**config.mk**
```make
export PLATFORM = sky130hd
export DESIGN_NAME = xmodem_multi_file_receiver
export DESIGN_NICKNAME = d
export VERILOG_FILES = /design/src/xmr_pkg.sv /design/src/xmodem_multi_file_receiver.sv /design/src/xmr_front.sv /design/src/xmr_queue.sv /design/src/xmr_back.sv
export SDC_FILE = /design/constraint.sdc
export NUM_CORES = 1
export LEC_CHECK = 0
export ABC_AREA = 0
export BUFFER_PORTS_ARGS = -buffer_cell sky130_fd_sc_hd__buf_2
export CAP_MARGIN = 20
export CORE_UTILIZATION = 60
export DETAILED_ROUTE_END_ITERATION = 8
export HOLD_SLACK_MARGIN = 0.02
export PLACE_DENSITY_LB_ADDON = 0.15
export SLEW_MARGIN = 0
export SYNTH_ARGS = -nofsm -noshare
export SYNTH_HDL_FRONTEND = slang
export SYNTH_HIERARCHICAL = 1
export SYNTH_SLANG_ARGS = --single-unit
```
**constraint.sdc**
```tcl
create_clock -name clk -period 4.96 [get_ports clk]
set_input_delay 0 -clock clk [delete_from_list [all_inputs] [get_ports clk]]
set_output_delay 0 -clock clk [all_outputs]
set_load 0.02 [all_outputs]
```
**src/xmr_pkg.sv**
```systemverilog
// Shared types and constants for the XModem multi-file receiver.
package xmr_pkg;

    // Block geometry
    localparam int unsigned PAYLOAD_BYTES = 128;
    localparam logic [7:0]  POS_PAYLOAD   = 8'd3;
    localparam logic [7:0]  POS_SUM       = 8'(PAYLOAD_BYTES + 3);
    localparam logic [7:0]  POS_MAX       = 8'hFF;

    // Protocol characters
    localparam logic [7:0] CH_SOH = 8'h01;
    localparam logic [7:0] CH_EOT = 8'h04;

    // Input op codes carried in tuser
    localparam logic [1:0] OP_START   = 2'd0;
    localparam logic [1:0] OP_BYTE    = 2'd1;
    localparam logic [1:0] OP_TIMEOUT = 2'd2;

    // Configuration register indexes
    localparam logic CFG_RETRY_BUDGET = 1'b0;
    localparam logic CFG_FREE_SPACE   = 1'b1;

    // Reply codes
    localparam logic [1:0] RP_NONE = 2'd0;
    localparam logic [1:0] RP_ACK  = 2'd1;
    localparam logic [1:0] RP_NAK  = 2'd2;

    // Payload kinds
    localparam logic [1:0] PK_NONE   = 2'd0;
    localparam logic [1:0] PK_DATA   = 2'd1;
    localparam logic [1:0] PK_HEADER = 2'd2;

    // Block verdicts
    localparam logic [1:0] VD_NONE    = 2'd0;
    localparam logic [1:0] VD_COMMIT  = 2'd1;
    localparam logic [1:0] VD_DISCARD = 2'd2;

    // Session phase
    typedef enum logic [2:0] {
        PH_IDLE    = 3'd0,
        PH_RUN     = 3'd1,
        PH_DONE    = 3'd2,
        PH_FAIL    = 3'd3,
        PH_NOSPACE = 3'd4
    } phase_t;

    // Classified command from the front end
    typedef enum logic [1:0] {
        CMD_START,
        CMD_BYTE,
        CMD_TIMEOUT,
        CMD_IGNORE
    } cmd_t;

    typedef struct packed {
        cmd_t       cmd;
        logic [7:0] data;
        logic       last;
    } item_t;

    // One result transaction
    typedef struct packed {
        logic [1:0] reply_code;
        logic [7:0] payload_byte;
        logic [1:0] payload_kind;
        logic [1:0] packet_verdict;
        logic       file_start;
        logic       file_end;
        logic [7:0] file_blocks;
        phase_t     session_status;
    } result_t;

    // Status from queue to back end
    typedef struct packed {
        logic valid;
    } qlink_t;

endpackage

```
**src/xmodem_multi_file_receiver.sv**
```systemverilog
// Top level of the XModem multi-file receiver with 8-bit checksum blocks.
//
// Input stream: one transaction per serial event. tuser carries the op (start session,
// received byte or timeout), tdata the byte, tlast marks the last byte of a
// completed read. Output stream: exactly one result transaction per input transaction,
// carrying the reply byte to send, the speculative payload byte (kind in tuser), the
// commit or discard verdict at the end of a read, file start/end markers and the
// session status after the event.
// Configuration: cfg_we writes cfg_data into the retry budget (index 0) or the free
// space in bytes (index 1) at the clock edge; write only while the block is idle.
// Path: with no stalls the input transaction is written into the command queue, then
// popped into the result register, where m_tvalid rises.
// Throughput: one transaction per cycle while the output is not stalled; the block
// checker updates sum, position and sequence checks combinationally for each byte.
// A stalled output holds its result; the command queue (QUEUE_DEPTH entries) keeps
// accepting input until it is full, then tready drops.
// Reset: session idle, expected block 1, retry budget 0, free space 65535, queue empty.
module xmodem_multi_file_receiver #(
    parameter int unsigned QUEUE_DEPTH = 2
) (
    input  logic        clk,
    input  logic        rst_n,
    // configuration
    input  logic        cfg_we,
    input  logic        cfg_index,
    input  logic [15:0] cfg_data,
    // input stream
    input  logic        s_tvalid,
    output logic        s_tready,
    input  logic [7:0]  s_tdata,   // [7:0] rx_byte
    input  logic [1:0]  s_tuser,   // [1:0] op
    input  logic        s_tlast,   // end_of_read
    // result stream
    output logic        m_tvalid,
    input  logic        m_tready,
    output logic [31:0] m_tdata,   // [1:0] reply_code, [9:2] payload_byte,
                                   // [11:10] packet_verdict, [12] file_start,
                                   // [13] file_end, [21:14] file_blocks,
                                   // [24:22] session_status, [31:25] zero
    output logic [1:0]  m_tuser    // [1:0] payload_kind
);

    logic              push, q_ready, q_valid, q_pop;
    xmr_pkg::item_t    push_item, head_item;
    xmr_pkg::qlink_t   qlink;
    xmr_pkg::result_t  res;

    xmr_front u_front (
        .s_tvalid (s_tvalid),
        .s_tready (s_tready),
        .s_tdata  (s_tdata),
        .s_tuser  (s_tuser),
        .s_tlast  (s_tlast),
        .q_ready  (q_ready),
        .push     (push),
        .item     (push_item)
    );

    xmr_queue #(
        .DEPTH (QUEUE_DEPTH)
    ) u_queue (
        .clk       (clk),
        .rst_n     (rst_n),
        .push      (push),
        .push_item (push_item),
        .ready     (q_ready),
        .pop       (q_pop),
        .valid     (q_valid),
        .head      (head_item)
    );

    assign qlink.valid = q_valid;

    xmr_back u_back (
        .clk       (clk),
        .rst_n     (rst_n),
        .cfg_we    (cfg_we),
        .cfg_index (cfg_index),
        .cfg_data  (cfg_data),
        .q_in      (qlink),
        .item      (head_item),
        .q_pop     (q_pop),
        .res_valid (m_tvalid),
        .res_ready (m_tready),
        .res       (res)
    );

    // Pack result fields, highest field first
    assign m_tdata = {7'd0,
                      res.session_status,
                      res.file_blocks,
                      res.file_end,
                      res.file_start,
                      res.packet_verdict,
                      res.payload_byte,
                      res.reply_code};
    assign m_tuser = res.payload_kind;

endmodule

```
**src/xmr_front.sv**
```systemverilog
// Front end: accepts input transactions and classifies them into commands.
module xmr_front (
    input  logic          s_tvalid,
    output logic          s_tready,
    input  logic [7:0]    s_tdata,   // [7:0] rx_byte
    input  logic [1:0]    s_tuser,   // [1:0] op
    input  logic          s_tlast,   // end_of_read
    input  logic          q_ready,
    output logic          push,
    output xmr_pkg::item_t item
);

    // Accept whenever the queue has a free slot
    assign s_tready = q_ready;
    assign push     = s_tvalid && q_ready;

    // Op decode
    always_comb
    begin
        item.data = s_tdata;
        item.last = s_tlast;
        unique case (s_tuser)
            xmr_pkg::OP_START:   item.cmd = xmr_pkg::CMD_START;
            xmr_pkg::OP_BYTE:    item.cmd = xmr_pkg::CMD_BYTE;
            xmr_pkg::OP_TIMEOUT: item.cmd = xmr_pkg::CMD_TIMEOUT;
            default:             item.cmd = xmr_pkg::CMD_IGNORE;
        endcase
    end

endmodule

```
**src/xmr_queue.sv**
```systemverilog
// Short FIFO of classified commands between front and back end.
module xmr_queue #(
    parameter int unsigned DEPTH = 2
) (
    input  logic            clk,
    input  logic            rst_n,
    input  logic            push,
    input  xmr_pkg::item_t  push_item,
    output logic            ready,
    input  logic            pop,
    output logic            valid,
    output xmr_pkg::item_t  head
);

    localparam int unsigned PTR_W = (DEPTH > 1) ? $clog2(DEPTH) : 1;
    localparam int unsigned CNT_W = $clog2(DEPTH + 1);
    localparam logic [PTR_W-1:0] PTR_LAST = PTR_W'(DEPTH - 1);
    localparam logic [CNT_W-1:0] CNT_FULL = CNT_W'(DEPTH);

    xmr_pkg::item_t   slots_reg [DEPTH];
    logic [PTR_W-1:0] wr_ptr_reg, wr_ptr_next;
    logic [PTR_W-1:0] rd_ptr_reg, rd_ptr_next;
    logic [CNT_W-1:0] count_reg, count_next;

    assign ready = (count_reg != CNT_FULL);
    assign valid = (count_reg != '0);
    assign head  = slots_reg[rd_ptr_reg];

    // Pointer and fill tracking
    always_comb
    begin
        wr_ptr_next = wr_ptr_reg;
        rd_ptr_next = rd_ptr_reg;
        count_next  = count_reg;
        if (push)
        begin
            wr_ptr_next = (wr_ptr_reg == PTR_LAST) ? '0 : wr_ptr_reg + 1'b1;
        end
        if (pop)
        begin
            rd_ptr_next = (rd_ptr_reg == PTR_LAST) ? '0 : rd_ptr_reg + 1'b1;
        end
        if (push && !pop)
        begin
            count_next = count_reg + 1'b1;
        end
        else if (pop && !push)
        begin
            count_next = count_reg - 1'b1;
        end
    end

    always_ff @(posedge clk or negedge rst_n)
    begin
        if (!rst_n)
        begin
            wr_ptr_reg <= '0;
            rd_ptr_reg <= '0;
            count_reg  <= '0;
        end
        else
        begin
            wr_ptr_reg <= wr_ptr_next;
            rd_ptr_reg <= rd_ptr_next;
            count_reg  <= count_next;
        end
    end

    // Slot storage, no reset needed
    always_ff @(posedge clk)
    begin
        if (push)
        begin
            slots_reg[wr_ptr_reg] <= push_item;
        end
    end

    // Never pop an empty queue, never push a full one
    a_no_underflow: assert property (@(posedge clk) disable iff (!rst_n)
        pop |-> count_reg != '0)
        else $error("queue popped while empty");
    a_no_overflow: assert property (@(posedge clk) disable iff (!rst_n)
        (push && !pop) |-> count_reg != CNT_FULL)
        else $error("queue pushed while full");
    a_count_step: assert property (@(posedge clk) disable iff (!rst_n)
        (push && !pop) |=> count_reg == $past(count_reg) + 1'b1)
        else $error("queue count did not advance");

endmodule

```
**src/xmr_back.sv**
```systemverilog
// Back end: block checking, session state and the registered result slot.
module xmr_back (
    input  logic              clk,
    input  logic              rst_n,
    input  logic              cfg_we,
    input  logic              cfg_index,
    input  logic [15:0]       cfg_data,
    input  xmr_pkg::qlink_t   q_in,
    input  xmr_pkg::item_t    item,
    output logic              q_pop,
    output logic              res_valid,
    input  logic              res_ready,
    output xmr_pkg::result_t  res
);

    // Configuration
    logic [7:0]  budget_reg;
    logic [15:0] free_reg;

    // Session and per-read state
    xmr_pkg::phase_t phase_reg, phase_next;
    logic [7:0] exp_reg,     exp_next;
    logic [7:0] blocks_reg,  blocks_next;
    logic [7:0] retries_reg, retries_next;
    logic [7:0] pos_reg,     pos_next;
    logic [7:0] sum_reg,     sum_next;
    logic [7:0] lead_reg,    lead_next;
    logic       ok_reg,      ok_next;
    logic [7:0] cap_reg,     cap_next;

    // Output slot
    logic              out_valid_reg, out_valid_next;
    xmr_pkg::result_t  out_reg, out_next;

    // Decode of the current command
    logic        pop;
    logic        running, do_start, do_tmo, do_byte, do_end;
    logic [7:0]  lead;
    logic        ok;
    logic        in_payload, is_eot, blk_good, is_header, fits, have_retry, bad_path;
    logic        accept_hdr, accept_data;
    logic [23:0] need;

    assign pop       = q_in.valid && (!out_valid_reg || res_ready);
    assign q_pop     = pop;
    assign res_valid = out_valid_reg;
    assign res       = out_reg;

    // Configuration writes
    always_ff @(posedge clk or negedge rst_n)
    begin
        if (!rst_n)
        begin
            budget_reg <= 8'd0;
            free_reg   <= 16'hFFFF;
        end
        else if (cfg_we)
        begin
            unique case (cfg_index)
                xmr_pkg::CFG_RETRY_BUDGET: budget_reg <= cfg_data[7:0];
                xmr_pkg::CFG_FREE_SPACE:   free_reg   <= cfg_data;
                default:                   budget_reg <= budget_reg;
            endcase
        end
    end

    // Block checks for this byte
    always_comb
    begin
        running  = (phase_reg == xmr_pkg::PH_RUN);
        do_start = pop && (item.cmd == xmr_pkg::CMD_START);
        do_tmo   = pop && (item.cmd == xmr_pkg::CMD_TIMEOUT) && running;
        do_byte  = pop && (item.cmd == xmr_pkg::CMD_BYTE) && running;
        do_end   = do_byte && item.last;

        lead = (pos_reg == 8'd0) ? item.data : lead_reg;
        case (pos_reg)
            8'd0:             ok = (item.data == xmr_pkg::CH_SOH);
            8'd1:             ok = ok_reg && (item.data == exp_reg);
            8'd2:             ok = ok_reg && (item.data == ~exp_reg);
            xmr_pkg::POS_SUM: ok = ok_reg && (item.data == sum_reg);
            default:          ok = ok_reg;
        endcase

        in_payload = (pos_reg >= xmr_pkg::POS_PAYLOAD) && (pos_reg < xmr_pkg::POS_SUM);
        is_eot     = (lead == xmr_pkg::CH_EOT);
        blk_good   = ok && (pos_reg == xmr_pkg::POS_SUM) && !is_eot;
        is_header  = (blocks_reg == 8'd0);
        need       = 24'(cap_reg) * 24'(xmr_pkg::PAYLOAD_BYTES);
        fits       = (need <= 24'(free_reg));
        have_retry = (retries_reg != 8'd0);
        bad_path   = do_tmo || (do_end && !is_eot && !blk_good);

        accept_hdr  = do_end && blk_good && is_header && fits;
        accept_data = do_end && blk_good && !is_header;
    end

    // Next-state logic
    always_comb
    begin
        phase_next   = phase_reg;
        exp_next     = exp_reg;
        blocks_next  = blocks_reg;
        retries_next = retries_reg;
        pos_next     = pos_reg;
        sum_next     = sum_reg;
        lead_next    = lead_reg;
        ok_next      = ok_reg;
        cap_next     = cap_reg;

        if (do_start)
        begin
            phase_next   = xmr_pkg::PH_RUN;
            exp_next     = 8'd1;
            blocks_next  = 8'd0;
            retries_next = budget_reg;
        end
        else if (bad_path)
        begin
            if (have_retry)
            begin
                retries_next = retries_reg - 8'd1;
            end
            else
            begin
                phase_next = xmr_pkg::PH_FAIL;
            end
        end
        else if (do_end && is_eot)
        begin
            phase_next = xmr_pkg::PH_DONE;
        end
        else if (do_end && blk_good)
        begin
            exp_next = exp_reg + 8'd1;
            if (!is_header)
            begin
                blocks_next = blocks_reg - 8'd1;
            end
            else if (fits)
            begin
                blocks_next = cap_reg;
            end
            else
            begin
                phase_next = xmr_pkg::PH_NOSPACE;
            end
        end

        // Per-read tracking
        if (do_start || do_tmo || do_end)
        begin
            pos_next  = 8'd0;
            sum_next  = 8'd0;
            lead_next = 8'd0;
            ok_next   = 1'b0;
            cap_next  = 8'd0;
        end
        else if (do_byte)
        begin
            pos_next  = (pos_reg == xmr_pkg::POS_MAX) ? pos_reg : pos_reg + 8'd1;
            sum_next  = sum_reg + item.data;
            lead_next = lead;
            ok_next   = ok;
            if (pos_reg == xmr_pkg::POS_PAYLOAD)
            begin
                cap_next = item.data;
            end
        end
    end

    // Result fields
    always_comb
    begin
        out_next                = '0;
        out_next.session_status = phase_next;
        if (do_start)
        begin
            out_next.reply_code = xmr_pkg::RP_NAK;
        end
        else if (bad_path)
        begin
            out_next.reply_code     = have_retry ? xmr_pkg::RP_NAK : xmr_pkg::RP_NONE;
            out_next.packet_verdict = xmr_pkg::VD_DISCARD;
        end
        else if (do_end && is_eot)
        begin
            out_next.reply_code     = xmr_pkg::RP_ACK;
            out_next.packet_verdict = xmr_pkg::VD_DISCARD;
        end
        else if (accept_hdr)
        begin
            out_next.reply_code     = xmr_pkg::RP_ACK;
            out_next.packet_verdict = xmr_pkg::VD_COMMIT;
            out_next.file_start     = 1'b1;
            out_next.file_blocks    = cap_reg;
            out_next.file_end       = (cap_reg == 8'd0);
        end
        else if (accept_data)
        begin
            out_next.reply_code     = xmr_pkg::RP_ACK;
            out_next.packet_verdict = xmr_pkg::VD_COMMIT;
            out_next.file_end       = (blocks_reg == 8'd1);
        end
        else if (do_end)
        begin
            // good header that does not fit
            out_next.packet_verdict = xmr_pkg::VD_DISCARD;
        end

        if (do_byte && in_payload)
        begin
            out_next.payload_byte = item.data;
            out_next.payload_kind = is_header ? xmr_pkg::PK_HEADER : xmr_pkg::PK_DATA;
        end
    end

    // Output slot occupancy
    always_comb
    begin
        if (pop)
        begin
            out_valid_next = 1'b1;
        end
        else if (res_ready)
        begin
            out_valid_next = 1'b0;
        end
        else
        begin
            out_valid_next = out_valid_reg;
        end
    end

    always_ff @(posedge clk or negedge rst_n)
    begin
        if (!rst_n)
        begin
            phase_reg     <= xmr_pkg::PH_IDLE;
            exp_reg       <= 8'd1;
            blocks_reg    <= 8'd0;
            retries_reg   <= 8'd0;
            pos_reg       <= 8'd0;
            sum_reg       <= 8'd0;
            lead_reg      <= 8'd0;
            ok_reg        <= 1'b0;
            cap_reg       <= 8'd0;
            out_valid_reg <= 1'b0;
        end
        else
        begin
            phase_reg     <= phase_next;
            exp_reg       <= exp_next;
            blocks_reg    <= blocks_next;
            retries_reg   <= retries_next;
            pos_reg       <= pos_next;
            sum_reg       <= sum_next;
            lead_reg      <= lead_next;
            ok_reg        <= ok_next;
            cap_reg       <= cap_next;
            out_valid_reg <= out_valid_next;
        end
    end

    // Result payload, no reset needed
    always_ff @(posedge clk)
    begin
        if (pop)
        begin
            out_reg <= out_next;
        end
    end

    a_start_runs: assert property (@(posedge clk) disable iff (!rst_n)
        (pop && item.cmd == xmr_pkg::CMD_START) |=> phase_reg == xmr_pkg::PH_RUN)
        else $error("start did not enter running phase");
    a_read_clears: assert property (@(posedge clk) disable iff (!rst_n)
        do_end |=> pos_reg == 8'd0 && sum_reg == 8'd0)
        else $error("read state not cleared at end of read");
    a_start_commit: assert property (@(posedge clk) disable iff (!rst_n)
        (out_valid_reg && out_reg.file_start) |->
            (out_reg.packet_verdict == xmr_pkg::VD_COMMIT &&
             out_reg.reply_code == xmr_pkg::RP_ACK))
        else $error("file start without committed block");
    a_slot_free: assert property (@(posedge clk) disable iff (!rst_n)
        pop |-> (!out_valid_reg || res_ready))
        else $error("result slot overwritten");

endmodule

```
==> metrics.txt, run 1 <==
status=completed; Setup Viol. Count Final=0; DP Wirelength=12500 µm; die extent in x=113 µm; Die Y=113 µm; Setup crit start kind=flip-flop; Distinct cells, synth=73; Worst slew margin=0.349; Iter 0 DRT Violations=555; CTS tree=built; pin count of the biggest net entering global routing=67; Fmax=264 MHz; IO Pins=69; critical path required time=5.32 ns; minimum clock period=around 3.8 ns; yosys warns=6; Reg area=between 0.003 and 0.004 mm²; clock sink count=138; gr usage total=0.314; Via Count=5805; hold path depth=3; Final Hold Vio Count=0; leading cell types in the layout, fill and taps excluded=nor2_1 (78), dfrtp_1 (72), buf_2 (60); worst min path class=primary input to flip-flop; Mapped Avg Cell Area=between 10 and 15 µm²; power density over cell area=521 mW/mm²; Syn Std Cell Area=0.00741 mm²; Design Area, Final=a little under 0.009 mm²; global-route wire length before repair=roughly 30000 µm; max reg flops=27; Final period util=0.763; Post-DRT Antenna Nets=0; Setup Buffers After CTS=0; DR DRC count=0; Seq cells post-synth=138; reg2reg start=u_queue/rd_ptr_reg$_DFFE_PN0P_; GR Overflow Total=0; layout cells sized above 1=0.213; Synth Instances=approximately 700; Post-synth top flop=dfrtp_1; sequential area share after synthesis=0.502; PnR worst setup slack=1.17 ns; pre-CTS setup slack=~1.3 ns; Routed WL per cell=20.1 µm; GPL Wtd Cong=0.986; RR Endpoint=u_back/blocks_reg[4]$_DFFE_PN0P_; total core area=0.0120 mm²; Clk pin slew, worst setup/hold paths=~0.060 ns; IO buf count=61; Async SR Flop Fraction=0.645; Num CTS Buffers=17; Pre-antenna DRT Iters=5; Post-layout nets=832; crit end category=flip-flop; hold buffers post-CTS=32; ant diodes=0; Initial Util=0.617; area of the multi-input gates=0.00334 mm²; max cap viols=0; DIE AREA=0.0128 mm²; R2R Setup Slk=1.17 ns; Clock Skews=0.0164 ns; Endpoint, Worst Hold=u_back/budget_reg[7]$_DFFE_PN0P_; cts repair resizes=0; Slew @ Worst Pin=0.968 ns; Hold Startpoint=cfg_index; Max Slew Vio Count=0; data arrival time of the worst path=4.14 ns; crit path kind=flip-flop to flip-flop; critical-path maximum fanout=14; vias in the first global route=5595; num rows=40; clock latency on the worst-skew pair=0.44 ns; EDFF count, synth=49; DP Area=around 0.0077 mm²; commonest non-fill, non-tap cell in the layout=nor2_1; CTS Buffer Depth=2; antenna violations before repair=0; Via-to-Cell Ratio=6.22; peak supply drop=0.483 mV; CTS Root Cell=clkbuf_16; R2R cell count=9; post-route setup TNS=0 ns; Area Overhead vs Synth=17.2%; Routed WL=~19000 µm; WHS=0.0736 ns; Fillers=840; htree depth=4; leak pwr=0.00376 µW; RSZ-0062 raised after global routing=no
-- worst max-delay path, stage by stage, from the launching register on --
cell	delay, ns
dfrtp_1	0.76
mux2_2	0.39
inv_1	0.11
a221o_1	0.36
a2111oi_0	0.40
nand4_1	0.23
nor4_4	0.39
o211ai_2	0.35
or4_1	0.56
a21oi_1	0.15
-- power by group --
group,leakage (µW),internal [µW],switching (µW)
sequential,0.00160,1490,179
combinational,0.00187,579,950
clock,0.000291,800,522
-- routing by layer --
metal | GRT usage | wire length (µm) | up-vias
li1 | - | - | 2655
met1 | 0.389 | 7690 | 2875
met2 | 0.528 | 9400 | 233
met3 | 0.0696 | 1260 | 42
met4 | 0.143 | 427 | 0
met5 | 0 | 0 | -
-- worst max path at each step --
stage                                   start                                to  slack, ns
6_report       u_queue/rd_ptr_reg$_DFFE_PN0P_  u_back/blocks_reg[4]$_DFFE_PN0P_       1.17
2_1_floorplan  u_queue/rd_ptr_reg$_DFFE_PN0P_  u_back/blocks_reg[6]$_DFFE_PN0P_       1.93
3_5_place_dp   u_queue/rd_ptr_reg$_DFFE_PN0P_  u_back/blocks_reg[2]$_DFFE_PN0P_       1.27
5_1_grt        u_queue/rd_ptr_reg$_DFFE_PN0P_  u_back/blocks_reg[4]$_DFFE_PN0P_       0.93
4_1_cts        u_queue/rd_ptr_reg$_DFFE_PN0P_  u_back/blocks_reg[4]$_DFFE_PN0P_       1.24
3_3_place_gp   u_queue/rd_ptr_reg$_DFFE_PN0P_  u_back/blocks_reg[2]$_DFFE_PN0P_       1.31
-- stage by stage --
step	instances	utilization	power [µW]
after CTS	934	0.722	4500
final	934	0.722	4520
after global placement	870	0.645	3110
after detailed placement	870	0.645	3150
after global routing	934	0.722	4740
after floorplan	697	-	2740
-- cell usage after synthesis, types with 11 or more instances --
library cell,instances,area (µm²)
nor3_1,21,105
buf_4,18,135
dfstp_2,17,447
dfrtp_1,72,1800
xor2_1,11,96.3
o21ai_0,17,85.1
inv_1,38,143
mux2_2,27,304
nor2_1,78,293
ha_1,24,300
nand4_1,12,75.1
nand2_1,40,150
clkbuf_1,16,60.1
edfxtp_1,49,1470
mux2i_1,22,220
nand3_1,15,75.1
a21oi_1,26,130
-- layout make-up --
type | instances | area share
tap | 147 | 0.0212
timing repair buffer | 100 | 0.0784
inverter | 38 | 0.0164
sequential | 138 | 0.429
clock buffer | 17 | 0.0490
clock inverter | 15 | 0.0218
multi-input combinational | 479 | 0.384
-- cells by family after synthesis --
group | synth area share
AOI/OAI and AO/OA | 0.117
xor gates and xnor gates | 0.0237
adders and majority gates | 0.0433
buffers and inverters | 0.0515
DFF | 0.502
muxes | 0.0890
other | 0.000506
and+or+nand+nor | 0.173
Note: power is estimated with default switching activity, not from simulation.
==> inputs of run 2 (changes only) <==
==> constraint.sdc (replaced) <==
create_clock -name clk -period 3.81 [get_ports clk]
set_input_delay 0 -clock clk [delete_from_list [all_inputs] [get_ports clk]]
set_output_delay 0 -clock clk [all_outputs]
set_load 0.02 [all_outputs]
==> metrics.txt, run 2 (synthesis results as in run 1) <==
leading cell types in the layout, fill and taps excluded=nor2_1 (78), dfrtp_1 (72), buf_2 (60); sw frac=0.378; Initial Util=0.617; Routed WL per cell=19.0 µm; Final Hold Vio Count=0; die extent in x=between 100 and 150 µm; CTS Buffer Depth=2; DR DRC count=0; part of the power in registers=0.374; num rows=40; Post-DRT Antenna Nets=0; CTS Root Cell=clkbuf_16; DIE AREA=0.0128 mm²; Max Slew Vio Count=0; total core area=approximately 0.012 mm²; pre-CTS setup slack=0.357 ns; antenna violations before repair=0; Num CTS Buffers=17; Clk pin slew, worst setup/hold paths=about 0.070 ns; layout cells sized above 1=0.220; global-route wire length before repair=29400 µm; Iter 0 DRT Violations=534; Power Internal=3570 µW; Clock power frac=0.276; clock sink count=138; data arrival time of the worst path=around 3.9 ns; Post-layout nets=836; Design Area, Final=0.00866 mm²; Fmax=282 MHz; Via Count=5683; post-route setup TNS=0 ns; commonest non-fill, non-tap cell in the layout=nor2_1; Via-to-Cell Ratio=6.06; Area Overhead vs Synth=16.9%; gr usage total=0.301; Final period util=0.929; PnR worst setup slack=0.269 ns; Slew @ Worst Pin=approximately 0.95 ns; power density over cell area=663 mW/mm²; Setup crit start kind=flip-flop; Setup Buffers After CTS=0; status=completed; DP Wirelength=12100 µm; clock latency on the worst-skew pair=0.43 ns; IO Pins=69; critical-path maximum fanout=9; GR Overflow Total=0; Fillers=835; IO buf count=61; max cap viols=0; pin count of the biggest net entering global routing=between 50 and 60; peak supply drop=0.443 mV; critical path required time=4.15 ns; Pre-antenna DRT Iters=5; leak pwr=0.00377 µW; crit end category=flip-flop; combinational share of power=0.350; DP Area=0.00779 mm²; Worst slew margin=0.363; Tot Pwr=5750 µW; worst min path class=primary input to flip-flop; ant diodes=0; vias in the first global route=between 5000 and 6000; max reg flops=27; GPL Wtd Cong=0.894; RSZ-0062 raised after global routing=no; htree depth=4; minimum clock period=3.54 ns; final core occ=0.721; Die Y=113 µm; Routed WL=roughly 18000 µm; crit path kind=flip-flop to flip-flop; P_sw=2170 µW; Clock Skews=0.0116 ns; Setup Viol. Count Final=0; CTS tree=built
==> run 2: power by group through the flow <==
stage,Clock (µW),Sequential [µW],Combinational [µW]
3_3_place_gp,0,2150,1920
4_1_cts,1600,2150,1990
5_1_grt,1670,2190,2190
6_report,1580,2150,2010
2_1_floorplan,0,2250,1320
3_5_place_dp,0,2160,1960
==> run 2: critical path: stages (launching register included) <==
cell       delay [ns]
dfrtp_1          0.46
mux2_2           0.42
inv_1            0.12
a221o_1          0.38
a2111oi_0        0.57
nand4_1          0.27
nor4_4           0.18
buf_4            0.20
o211ai_2         0.18
buf_4            0.21
a211o_1          0.27
a21oi_1          0.17
==> run 2: metal layers <==
layer  routed length (µm)  GRT usage
met5                    0          0
met4                  229     0.0974
met3                 1100     0.0605
met2                 8720      0.490
met1                 7790      0.409
==> run 2: cell type report <==
| type | instances | area [µm²] | share of cell area |
|---|---|---|---|
| repair buffers | 104 | 706 | 0.0815 |
| flip-flops and latches | 138 | 3720 | 0.430 |
| inverters | 38 | 143 | 0.0165 |
| clock buffers | 17 | 425 | 0.0491 |
| clock inverters | 15 | 148 | 0.0170 |
| well taps | 147 | 184 | 0.0212 |
| multi-input cells | 479 | 3340 | 0.385 |
==> run 2: path summary, 6_finish.rpt <==
kind,startpoint,end,slack (ns),cells after the start
setup reg to reg,u_queue/rd_ptr_reg$_DFFE_PN0P_,u_back/blocks_reg[1]$_DFFE_PN0P_,0.27,11
hold / removal,cfg_index,u_back/budget_reg[0]$_DFFE_PN0P_,0.10,3
setup / recovery,u_queue/rd_ptr_reg$_DFFE_PN0P_,u_back/blocks_reg[1]$_DFFE_PN0P_,0.27,11
hold reg to reg,u_back/budget_reg[6]$_DFFE_PN0P_,u_back/retries_reg[6]$_DFFE_PN0P_,0.50,2
min in group asynchronous,rst_n,u_back/blocks_reg[6]$_DFFE_PN0P_,0.17,2
max in group asynchronous,rst_n,u_back/free_reg[11]$_DFFE_PN1P_,2.66,3
==> run 2: metrics by stage <==
step	hold WS (ns)	std cells
floorplan	-0.296	697
CTS	0.0717	938
finish	0.104	938
global placement	0.0857	876
global route	0.111	938
detailed placement	0.0794	876
==> run 2: what timing repair did <==
action | CTS | global route
gates resized for setup | 0 | 0
hold buffers | 30 | 0
hold endpoints to repair | 98 | 0
